==> src/hw/rtl/i2cmbe_pkg.sv <==
// ----------------------------------------------------------------------------
// i2cmbe_pkg
// Shared types and constants of the I2C master bit engine.
// ----------------------------------------------------------------------------
package i2cmbe_pkg;

   typedef enum logic [2:0] {
      CMD_IDLE  = 3'd0,
      CMD_START = 3'd1,
      CMD_STOP  = 3'd2,
      CMD_WRITE = 3'd3,
      CMD_READ  = 3'd4,
      CMD_ACK   = 3'd5,
      CMD_NACK  = 3'd6,
      CMD_WAIT  = 3'd7
   } cmd_type;

   localparam logic [2:0] PH_POLL  = 3'd6;
   localparam logic [2:0] PH_FINAL = 3'd7;

   localparam logic CSR_DELAY_UNIT  = 1'b0;
   localparam logic CSR_ACK_TIMEOUT = 1'b1;

   localparam logic [15:0] DELAY_UNIT_RESET  = 16'd32;
   localparam logic [7:0]  ACK_TIMEOUT_RESET = 8'd250;

   typedef struct packed {
      logic scl;
      logic en;
      logic sda;
   } line_type;

   typedef struct packed {
      logic       scl_level;
      logic       sda_enable;
      logic       sda_out;
      logic       busy_res;
      logic       done_res;
      logic [7:0] rx_byte;
      logic       ack_failed;
   } rsp_type;

endpackage

==> src/hw/rtl/i2cmbe_core.sv <==
// ----------------------------------------------------------------------------
// i2cmbe_core
// Bus sequencer state, timing counters and configuration registers; one
// tick of the engine is taken per accepted request beat.
// ----------------------------------------------------------------------------
module i2cmbe_core (
   input  logic                 clock,
   input  logic                 reset,
   input  logic                 step,
   input  i2cmbe_pkg::cmd_type  action,
   input  logic [7:0]           tx_byte,
   input  logic                 sda_level,
   input  logic                 csr_we,
   input  logic                 csr_index,
   input  logic [15:0]          csr_wdata,
   output i2cmbe_pkg::rsp_type  result
);

   typedef struct packed {
      i2cmbe_pkg::line_type lines;
      logic [17:0]          dcnt;
   } enter_type;

   logic [15:0]          delay_unit_ff;
   logic [7:0]           ack_timeout_ff;
   i2cmbe_pkg::cmd_type  cmd_ff, cmd_in;
   logic [2:0]           phase_ff, phase_in;
   logic [17:0]          dcnt_ff, dcnt_in;
   logic [3:0]           bcnt_ff, bcnt_in;
   logic [7:0]           shift_ff, shift_in;
   logic [7:0]           poll_ff, poll_in;
   i2cmbe_pkg::line_type lines_ff, lines_in;
   logic [7:0]           rx_ff, rx_in;
   logic                 fail_ff, fail_in;

   logic [15:0]          unit;
   enter_type            ent;
   logic [2:0]           next_phase;
   i2cmbe_pkg::line_type out_lines;
   logic                 busy, done;

   function automatic enter_type enter_fn(i2cmbe_pkg::cmd_type cmd, logic [2:0] ph,
                                          logic msb, i2cmbe_pkg::line_type ln,
                                          logic [15:0] u);
      enter_type r;
      logic [2:0] units;
      logic       b;
      r.lines = ln;
      r.dcnt  = '0;
      units   = 3'd0;
      b       = (cmd == i2cmbe_pkg::CMD_NACK);
      case (cmd)
         i2cmbe_pkg::CMD_START: begin
            if (ph == 3'd0) begin
               r.lines = '{1'b1, 1'b1, 1'b1}; units = 3'd4;
            end else if (ph == 3'd1) begin
               r.lines = '{1'b1, 1'b1, 1'b0}; units = 3'd4;
            end else begin
               r.lines = '{1'b0, 1'b1, 1'b0};
            end
         end
         i2cmbe_pkg::CMD_STOP: begin
            if (ph == 3'd0) begin
               r.lines = '{1'b0, 1'b1, 1'b0}; units = 3'd4;
            end else begin
               r.lines = '{1'b1, 1'b1, 1'b1};
               units   = (ph == 3'd1) ? 3'd4 : 3'd0;
            end
         end
         i2cmbe_pkg::CMD_WRITE: begin
            if (ph <= 3'd2) begin
               r.lines = '{(ph == 3'd1), 1'b1, msb}; units = 3'd2;
            end else begin
               r.lines = '{1'b0, 1'b1, ln.sda};
            end
         end
         i2cmbe_pkg::CMD_READ: begin
            if (ph == 3'd0) begin
               r.lines = '{1'b0, 1'b0, ln.sda}; units = 3'd2;
            end else if (ph == 3'd1) begin
               r.lines = '{1'b1, 1'b0, ln.sda}; units = 3'd1;
            end else begin
               r.lines = '{1'b1, 1'b0, ln.sda};
            end
         end
         i2cmbe_pkg::CMD_ACK, i2cmbe_pkg::CMD_NACK: begin
            if (ph == 3'd0) begin
               r.lines = '{1'b0, 1'b1, b}; units = 3'd2;
            end else if (ph == 3'd1) begin
               r.lines = '{1'b1, 1'b1, b}; units = 3'd2;
            end else begin
               r.lines = '{1'b0, 1'b1, b};
            end
         end
         default: begin
            if (ph == 3'd0) begin
               r.lines = '{ln.scl, 1'b0, ln.sda}; units = 3'd1;
            end else begin
               r.lines = '{1'b1, 1'b0, ln.sda};
               units   = (ph == 3'd1) ? 3'd1 : 3'd0;
            end
         end
      endcase
      case (units)
         3'd1:    r.dcnt = {2'b00, u};
         3'd2:    r.dcnt = {1'b0, u, 1'b0};
         3'd4:    r.dcnt = {u, 2'b00};
         default: r.dcnt = '0;
      endcase
      return r;
   endfunction

   assign unit = (delay_unit_ff == 16'd0) ? 16'd1 : delay_unit_ff;

   always_comb begin
      cmd_in     = cmd_ff;
      phase_in   = phase_ff;
      dcnt_in    = dcnt_ff;
      bcnt_in    = bcnt_ff;
      shift_in   = shift_ff;
      poll_in    = poll_ff;
      lines_in   = lines_ff;
      rx_in      = rx_ff;
      fail_in    = fail_ff;
      busy       = 1'b0;
      done       = 1'b0;
      next_phase = 3'd0;
      ent        = '0;

      // command launch on the same tick
      if (cmd_ff == i2cmbe_pkg::CMD_IDLE && action != i2cmbe_pkg::CMD_IDLE) begin
         cmd_in   = action;
         bcnt_in  = 4'd0;
         poll_in  = 8'd0;
         shift_in = (action == i2cmbe_pkg::CMD_WRITE) ? tx_byte : 8'd0;
         ent      = enter_fn(action, 3'd0, shift_in[7], lines_in, unit);
         phase_in = 3'd0;
         lines_in = ent.lines;
         dcnt_in  = ent.dcnt;
      end

      out_lines = lines_in;

      if (cmd_in != i2cmbe_pkg::CMD_IDLE) begin
         busy = 1'b1;
         if (phase_in == i2cmbe_pkg::PH_FINAL) begin
            done = 1'b1;
            if (cmd_in == i2cmbe_pkg::CMD_READ) begin
               rx_in = shift_in;
            end
            cmd_in   = i2cmbe_pkg::CMD_IDLE;
            phase_in = 3'd0;
         end else if (phase_in == i2cmbe_pkg::PH_POLL) begin
            if (!sda_level) begin
               lines_in  = '{1'b0, 1'b0, lines_in.sda};
               fail_in   = 1'b0;
               done      = 1'b1;
               cmd_in    = i2cmbe_pkg::CMD_IDLE;
               phase_in  = 3'd0;
               out_lines = lines_in;
            end else if (poll_in >= ack_timeout_ff) begin
               // timeout: fall into a stop sequence
               fail_in   = 1'b1;
               cmd_in    = i2cmbe_pkg::CMD_STOP;
               ent       = enter_fn(i2cmbe_pkg::CMD_STOP, 3'd0, shift_in[7], lines_in, unit);
               phase_in  = 3'd0;
               lines_in  = ent.lines;
               dcnt_in   = ent.dcnt - 18'd1;
               out_lines = lines_in;
            end else begin
               poll_in = poll_in + 8'd1;
            end
         end else begin
            if (cmd_in == i2cmbe_pkg::CMD_READ && phase_in == 3'd1
                && dcnt_in == {2'b00, unit}) begin
               shift_in = {shift_in[6:0], sda_level};
            end
            if (dcnt_in != 18'd0) begin
               dcnt_in = dcnt_in - 18'd1;
            end
            if (dcnt_in == 18'd0) begin
               case (cmd_in)
                  i2cmbe_pkg::CMD_WRITE: begin
                     if (phase_in == 3'd2) begin
                        shift_in   = {shift_in[6:0], 1'b0};
                        bcnt_in    = bcnt_in + 4'd1;
                        next_phase = bcnt_in[3] ? i2cmbe_pkg::PH_FINAL : 3'd0;
                     end else begin
                        next_phase = phase_in + 3'd1;
                     end
                  end
                  i2cmbe_pkg::CMD_READ: begin
                     if (phase_in == 3'd1) begin
                        bcnt_in    = bcnt_in + 4'd1;
                        next_phase = bcnt_in[3] ? i2cmbe_pkg::PH_FINAL : 3'd0;
                     end else begin
                        next_phase = 3'd1;
                     end
                  end
                  i2cmbe_pkg::CMD_WAIT: begin
                     next_phase = (phase_in == 3'd0) ? 3'd1 : i2cmbe_pkg::PH_POLL;
                  end
                  default: begin
                     next_phase = (phase_in == 3'd1) ? i2cmbe_pkg::PH_FINAL
                                                     : phase_in + 3'd1;
                  end
               endcase
               ent      = enter_fn(cmd_in, next_phase, shift_in[7], lines_in, unit);
               phase_in = next_phase;
               lines_in = ent.lines;
               dcnt_in  = ent.dcnt;
            end
         end
      end
   end

   always_ff @(posedge clock) begin
      if (reset) begin
         delay_unit_ff  <= i2cmbe_pkg::DELAY_UNIT_RESET;
         ack_timeout_ff <= i2cmbe_pkg::ACK_TIMEOUT_RESET;
      end else if (csr_we) begin
         case (csr_index)
            i2cmbe_pkg::CSR_DELAY_UNIT:  delay_unit_ff  <= csr_wdata;
            i2cmbe_pkg::CSR_ACK_TIMEOUT: ack_timeout_ff <= csr_wdata[7:0];
            default: ;
         endcase
      end
   end

   always_ff @(posedge clock) begin
      if (reset) begin
         cmd_ff   <= i2cmbe_pkg::CMD_IDLE;
         phase_ff <= 3'd0;
         dcnt_ff  <= '0;
         bcnt_ff  <= '0;
         shift_ff <= '0;
         poll_ff  <= '0;
         lines_ff <= '{1'b1, 1'b1, 1'b1};
         rx_ff    <= '0;
         fail_ff  <= 1'b0;
      end else if (step) begin
         cmd_ff   <= cmd_in;
         phase_ff <= phase_in;
         dcnt_ff  <= dcnt_in;
         bcnt_ff  <= bcnt_in;
         shift_ff <= shift_in;
         poll_ff  <= poll_in;
         lines_ff <= lines_in;
         rx_ff    <= rx_in;
         fail_ff  <= fail_in;
      end
   end

   assign result = '{scl_level:  out_lines.scl,
                     sda_enable: out_lines.en,
                     sda_out:    out_lines.sda,
                     busy_res:   busy,
                     done_res:   done,
                     rx_byte:    rx_in,
                     ack_failed: fail_in};

endmodule

==> src/hw/rtl/i2cmbe_out_reg.sv <==
// ----------------------------------------------------------------------------
// i2cmbe_out_reg
// Response output register; takes a new beat whenever it is empty or being
// drained in the same cycle.
// ----------------------------------------------------------------------------
module i2cmbe_out_reg (
   input  logic                clock,
   input  logic                reset,
   input  logic                load,
   input  i2cmbe_pkg::rsp_type load_data,
   output logic                can_load,
   output logic                rsp_valid,
   input  logic                rsp_ready,
   output i2cmbe_pkg::rsp_type rsp_data
);

   logic                valid_ff, valid_in;
   i2cmbe_pkg::rsp_type data_ff;

   assign can_load = !valid_ff || rsp_ready;
   assign valid_in = load || (valid_ff && !rsp_ready);

   always_ff @(posedge clock) begin
      if (reset) begin
         valid_ff <= 1'b0;
      end else begin
         valid_ff <= valid_in;
      end
   end

   always_ff @(posedge clock) begin
      if (load) begin
         data_ff <= load_data;
      end
   end

   assign rsp_valid = valid_ff;
   assign rsp_data  = data_ff;

endmodule

==> src/hw/rtl/i2c_master_bit_engine_unit.sv <==
// a response beat appears in the cycle after its request beat is accepted
// throughput: one request beat per cycle unless stalled; one sequencer tick per beat
// bus timing counts accepted beats, delay_unit beats per delay unit (0 counts as 1)
// reset: synchronous; sequencer idle, SCL high, SDA driven high, registers at defaults
// ----------------------------------------------------------------------------
// i2c_master_bit_engine_unit
// I2C master bit engine: start, stop, byte write and read, ack, nack and wait-ack.
// ----------------------------------------------------------------------------
module i2c_master_bit_engine_unit (
   input  logic        clock,
   input  logic        reset,
   input  logic        req_valid,
   output logic        req_ready,
   input  logic [2:0]  req_action,
   input  logic [7:0]  req_tx_byte,
   input  logic        req_sda_level,
   output logic        rsp_valid,
   input  logic        rsp_ready,
   output logic        rsp_scl_level,
   output logic        rsp_sda_enable,
   output logic        rsp_sda_out,
   output logic        rsp_busy_res,
   output logic        rsp_done_res,
   output logic [7:0]  rsp_rx_byte,
   output logic        rsp_ack_failed,
   input  logic        csr_we,
   input  logic        csr_index,
   input  logic [15:0] csr_wdata
);

   logic                step;
   i2cmbe_pkg::rsp_type core_result;
   i2cmbe_pkg::rsp_type out_data;

   assign step = req_valid && req_ready;

   i2cmbe_core u_core (
      .clock     (clock),
      .reset     (reset),
      .step      (step),
      .action    (i2cmbe_pkg::cmd_type'(req_action)),
      .tx_byte   (req_tx_byte),
      .sda_level (req_sda_level),
      .csr_we    (csr_we),
      .csr_index (csr_index),
      .csr_wdata (csr_wdata),
      .result    (core_result)
   );

   i2cmbe_out_reg u_out (
      .clock     (clock),
      .reset     (reset),
      .load      (step),
      .load_data (core_result),
      .can_load  (req_ready),
      .rsp_valid (rsp_valid),
      .rsp_ready (rsp_ready),
      .rsp_data  (out_data)
   );

   assign rsp_scl_level  = out_data.scl_level;
   assign rsp_sda_enable = out_data.sda_enable;
   assign rsp_sda_out    = out_data.sda_out;
   assign rsp_busy_res   = out_data.busy_res;
   assign rsp_done_res   = out_data.done_res;
   assign rsp_rx_byte    = out_data.rx_byte;
   assign rsp_ack_failed = out_data.ack_failed;

endmodule

==> config.mk <==
export PLATFORM = sky130hd
export DESIGN_NAME = i2c_master_bit_engine_unit
export DESIGN_NICKNAME = d
export VERILOG_FILES = /design/src/hw/rtl/i2cmbe_pkg.sv /design/src/hw/rtl/i2cmbe_core.sv /design/src/hw/rtl/i2cmbe_out_reg.sv /design/src/hw/rtl/i2c_master_bit_engine_unit.sv
export SDC_FILE = /design/constraint.sdc
export NUM_CORES = 1
export LEC_CHECK = 0
export ABC_AREA = 1
export BUFFER_PORTS_ARGS = -buffer_cell sky130_fd_sc_hd__buf_2
export CAP_MARGIN = 10
export CORE_UTILIZATION = 45
export DETAILED_ROUTE_END_ITERATION = 10
export GPL_TIMING_DRIVEN = 0
export REMOVE_ABC_BUFFERS = 1
export SYNTH_ARGS = -nofsm -noshare
export SYNTH_HDL_FRONTEND = slang
export SYNTH_SLANG_ARGS = --single-unit
==> constraint.sdc <==
create_clock -name clock -period 7.45 [get_ports clock]
set_clock_uncertainty 0.1 [all_clocks]
set_input_delay 0.3725 -clock clock [delete_from_list [all_inputs] [get_ports clock]]
set_output_delay 0.3725 -clock clock [all_outputs]
set_load 0.02 [all_outputs]
# Word-level counts from Yosys, hierarchy flattened
# Cells that the tools add are included.
# word_totals
register_bits,95
wordCells,199
out_inout_bits,16
input_bits,34
# op_classes
bitwise,1
eq_ne,28
n_lt_le_gt_ge,2
addsub,5
mux,118
n_reduce_logical,24
# ops
op,n
$mux 18,16
$mux 3,54
$pmux 18 s3,3
$mux 8,18
$eq 3x3->1 const B,12
$sub 18x1->18 const B,2
$pmux 3 s5,2
$mux 4,7
$eq 3x2->1 const B,8
$eq 3x1->1 const B,7
$eq 18x16->1,1
$logic_not 18->1,1
$reduce_bool 18->1,1
$logic_not 16->1,1
$mux 16,1
$pmux 3 s4,1
$mux 1,11
$logic_not 3->1,3
$pmux 3 s3,1
$add 8x1->8 const B,1
$ge 8x8->1,1
$pmux 4 s2,1
$reduce_or 2->1,4
$pmux 3 s2,1
other kinds (11),20

# Longest topological paths before layout
# logic_depth
ltp_word,31
depth_mapped,28
ltp_nobuf,26

# Cells and area by module
# Synthesis repeated with hierarchy kept, for this count alone.
# unflattened
cells_unflattened,1496
hier_area_um2,8655.8
# modules_own_cells
mod,cells_per_inst,instances,area_per_inst_um2,seq_area_each_um2
i2cmbe_core,1475,1,8185.4,1601.5
i2cmbe_out_reg,19,1,462.9,440.4
i2c_master_bit_engine_unit,2,1,7.5,0.0

# Worst setup path before layout
# No wires, ideal clock.
# synth_path
path_kind,register -> register
from,reg u_core.cmd_ff[0]
to,reg u_core.dcnt_ff[14]
arrival_time_ps,3560
slack_ps,3671
stages_incl_launch_ff,25
path_buffers,5
required_ps,7231
period_less_slack_ps,3779
cell_sequence,dfxtp_1 -> nor2_1 -> nand2_1 -> a21oi_4 -> buf_4 -> buf_6 -> clkbuf_1 -> clkbuf_1 -> nor2_1 -> ha_1 -> nand2_1 -> inv_1 -> nand3_1 -> o211ai_1 -> nand3_1 -> inv_1 -> nand2_1 -> inv_1 -> o21ai_2 -> clkbuf_1 -> o221ai_1 -> o21ai_0 -> nand2_1 -> a21oi_1 -> nor2_1
# synth_between
elab_chain_len,25
word_cells_on_any_way,68
# synth_rtl
item,line,text
from (decl),i2cmbe_core.sv:26,"i2cmbe_pkg::cmd_type cmd_ff, cmd_in;"
from (signal assigned),i2cmbe_core.sv:232,cmd_ff <= i2cmbe_pkg::CMD_IDLE;
from (signal assigned),i2cmbe_core.sv:242,cmd_ff <= cmd_in;
"parallel branches: the longest is 24 deep, another holds $add 4x1->4",-,
$mux 18 (*),i2cmbe_core.sv:144,if (cmd_in != i2cmbe_pkg::CMD_IDLE) begin
to (signal assigned),i2cmbe_core.sv:244,dcnt_ff <= dcnt_in;
to (decl),i2cmbe_core.sv:28,"logic [17:0] dcnt_ff, dcnt_in;"
# Mark *: on every way between the ends. The select of a mux whose other input is x is not followed.
# A chain may end at the register's enable or synchronous reset.

# Worst setup path after layout
# layout_path
from,reg u_core.cmd_ff[1]
to,reg u_core.shift_ff[1]
# layout_between
elab_chain_len,13
word_cells_on_any_way,30
# layout_rtl
item,line,text
$logic_not 3->1,i2cmbe_core.sv:131,if (cmd_ff == i2cmbe_pkg::CMD_IDLE && action != i2cmbe_pkg::CMD_IDLE) begin
$logic_and 1x1->1,i2cmbe_core.sv:131,
$mux 18 / $mux 3 (equally long branches),i2cmbe_core.sv:131,
"$sub 18x1->18, or another cell as far along",i2cmbe_core.sv:179,dcnt_in = dcnt_in - 18'd1;
$mux 18 / $logic_and 1x1->1 (equally long branches),"i2cmbe_core.sv:178, i2cmbe_core.sv:174",
$mux 18 / $logic_and 1x1->1 (equally long branches),"i2cmbe_core.sv:153, i2cmbe_core.sv:175",
$mux 18 / $mux 8 (equally long branches),"i2cmbe_core.sv:146, i2cmbe_core.sv:174",
$mux 18 / $mux 8 (equally long branches),"i2cmbe_core.sv:144, i2cmbe_core.sv:184",
$logic_not 18->1 / $mux 8 (equally long branches),"i2cmbe_core.sv:181, i2cmbe_core.sv:182",
$mux 8,i2cmbe_core.sv:181,if (dcnt_in == 18'd0) begin
$mux 8,i2cmbe_core.sv:153,end else if (phase_in == i2cmbe_pkg::PH_POLL) begin
$mux 8,i2cmbe_core.sv:146,if (phase_in == i2cmbe_pkg::PH_FINAL) begin
$mux 8 (*),i2cmbe_core.sv:144,
to (signal assigned),i2cmbe_core.sv:246,shift_ff <= shift_in;
to (decl),i2cmbe_core.sv:30,"logic [7:0] shift_ff, shift_in;"
# Every way passes the cells marked *; elsewhere a longest branch is shown, timed or not. The select of a mux whose other input is x is not followed.

==> metrics <==
outcome complete, no violations; nets@finish approximately 1400; initial antenna violation count 0; Diodes inserted 0; Cells on Worst Hold Path 3; Primary FF master, synth dfxtp_1; Worst Setup Start Kind flip-flop; cell taking the most area after synthesis dfxtp_1; worst-path maximum fanout 40; total grt overflow 0; postcts setup bufs 0; routed via count 8958; hold slack ~0.14 ns; CP endpoint kind flip-flop; Crit Reg-Reg Startpoint u_core.cmd_ff[1]$_SDFFE_PP0P_; sequential power share 32.8%; Max Cap Violations 0; vias in the first global route between 8000 and 9000; Final min period approximately 5.4 ns; die height around 140 um; RePlAce Congestion about 0.98; sum of negative setup slack 0 ns; synthesized flop and latch total between 90 and 100; routed len/inst roughly 17 um; H-tree Lvls 3; number of synthesized flops with an enable pin 14; DRC Markers 0; Max VDD drop approximately 120 uV; CTS buffer count 9; I/O Buffers just under 50; Worst EP arrival approximately 5.5 ns; drt pass-1 iters 5; Final Cycle Share 72.8%; share of cells above drive strength 1 9.22%; PostCTS Resize Cnt 0; clk_lat worst skew between 0.3 and 0.4 ns; TritonCTS clock tree done; area delta synth->final 6.65%; pwr dens between 200 and 250 nW/um^2; GRT Resource Usage Total 30.6%; synth unique cells 47; Syn Area/Cell 5.93 sq um; Yosys top cell area share about a fifth; Clk pwr share about 26%; RSZ-0062 raised after global routing false; first-pass GRT wire length 43.6 mm; final-report setup violation count 0; relative slew slack about 27%; Rows 48; Slew Limit Fails 0; power share of the combinational group roughly two fifths; WS Path Type flip-flop to flip-flop; FFs w/ async S/R, synth 0%; post-synthesis sequential area ratio roughly a quarter; most common cell in the synthesized netlist nand2_1; top cells by area, synth dfxtp_1, nand2_1, a21oi_1; Die ar. 18500 sq um; warnings from Yosys 0; Worst setup startpoint u_core.cmd_ff[1]$_SDFFE_PP0P_; Post-Synthesis Cells roughly 1400; vias per std cell 5.63; clock buffer depth 2; clock slew at reported path FFs approximately 0.070 ns; Mapped Area about 8100 sq um; Hold WC Path Type input pin to flip-flop; switching share of power between 40% and 50%; largest net degree at the start of global routing a little under 60; fmax approximately 180 MHz; WP data required around 7.6 ns; CTS sink count 95; clock root cell clkbuf_16; Horiz. Die Dim between 100 and 150 um; Final HPWL DP roughly 20 mm; Leak 3.96 nW; Int Power ~1 mW; hold bufs inserted after CTS 0; Final Util roughly half; power consumption 1.81 mW; Hold Path Origin csr_wdata[5]; post-route ant nets 0; synth cell count leaders nand2_1, inv_1, a21oi_1; Initial Util 46.5%; initial detailed-routing violation count a little under 1000; core footprint ~17000 sq um; R2R depth 21; final wirelength about 28 mm; Psw roughly 780 uW; # IOs 50; Final Hold Vio Count 0; worst-margin pin slew approximately 1.1 ns
-- metal layers --
layer,vias up,global-route usage [%],routed length (um),share of wire [%]
met1,4091,41.9,13000,47
li1,4496,-,-,-
met3,36,5.44,2010,7.3
met2,335,48.3,12100,44
met5,-,0,0,0
met4,0,10.1,527,1.9
-- critical path, cell delays in order (launching register included) --
cell,delay [ns]
dfxtp_1,0.33
nor2_1,0.12
nand2_1,0.17
a21oi_4,0.67
buf_12,0.27
nand2_1,0.10
o21bai_2,0.30
nand2_1,0.16
clkinv_1,0.08
nand2_2,0.07
nor2_4,0.16
nand3_2,0.39
nand2_1,0.30
nand2_1,0.09
nor2_1,0.20
nand3_2,0.81
nor2_2,0.58
nand2_1,0.08
o21ai_0,0.09
nand2_1,0.07
nand2_1,0.06
a21oi_1,0.06
-- path summary, 6_finish.rpt --
path,end,slack (ns)
setup reg to reg,u_core.shift_ff[1]$_SDFFE_PP0P_,2.02
hold reg to reg,u_core.shift_ff[0]$_SDFFE_PP0P_,0.37
hold / removal,u_core.ack_timeout_ff[5]$_SDFFE_PP1P_,0.14
setup / recovery,u_core.shift_ff[1]$_SDFFE_PP0P_,2.02
-- placed cells by master, fill, tap and decap left out, types with 9 or more instances in the layout --
master     netlist  routed
nand3_1         66      66
o21ai_1         21      21
o221ai_1        13      13
inv_1          141     140
nor3_1          11      11
a21oi_1        134     134
o21ai_0        125     125
nand2_2         11      12
nand2_1        396     395
edfxtp_1        14      14
ha_1            17      17
dfxtp_1         81      81
buf_2            5      49
nand4_1         23      23
o211ai_1        17      17
nor2_1         133     133
a31oi_1          9       9
xor2_1          17      17
clkbuf_16        0       9
-- state kept, by name, summed over array words and instances, names as in the netlist, 4 cells and up --
signal and flops:
u_core.dcnt_ff 18, u_core.delay_unit_ff 16, u_out.rsp_data 14, u_core.ack_timeout_ff 8
u_core.poll_ff 8, u_core.rx_ff 8, u_core.shift_ff 8, u_core.bcnt_ff 4
-- power by group through the flow --
stage          Combinational, mW  Sequential (mW)  Clock, mW
4_1_cts                    0.739            0.591      0.470
3_3_place_gp               0.728            0.602          0
2_1_floorplan              0.517            0.603          0
6_report                   0.753            0.593      0.462
3_5_place_dp               0.736            0.603          0
5_1_grt                    0.837            0.597      0.486
-- kinds of logic after synthesis --
family | after synthesis | share of synthesized area [%]
AOI/OAI and AO/OA | 342 | 23.7
xor gates and xnor gates | 19 | 2.06
adders and majority gates | 17 | 2.63
buffers and inverters | 218 | 11.1
DFF | 95 | 25.2
muxes | 2 | 0.263
and+or+nand+nor | 671 | 35.1
-- stage by stage --
step | cells | instance area, sq um | setup WS, ns
3_3_place_gp | 1572 | 8290 | 1.59
6_report | 1592 | 8630 | 2.02
4_1_cts | 1591 | 8620 | 2.16
5_1_grt | 1592 | 8630 | 1.68
2_1_floorplan | 1298 | 7770 | 3.39
3_5_place_dp | 1575 | 8350 | 2.06
-- area by class of cell --
class	count	area [sq um]
timing repair buffer	53	304
sequential	95	2040
clock buffer	11	243
clock inverter	5	31.3
fill	1882	8790
multi-input combinational	1051	5160
tap	225	282
inverter	152	572
(Power assumes the default switching activity.)
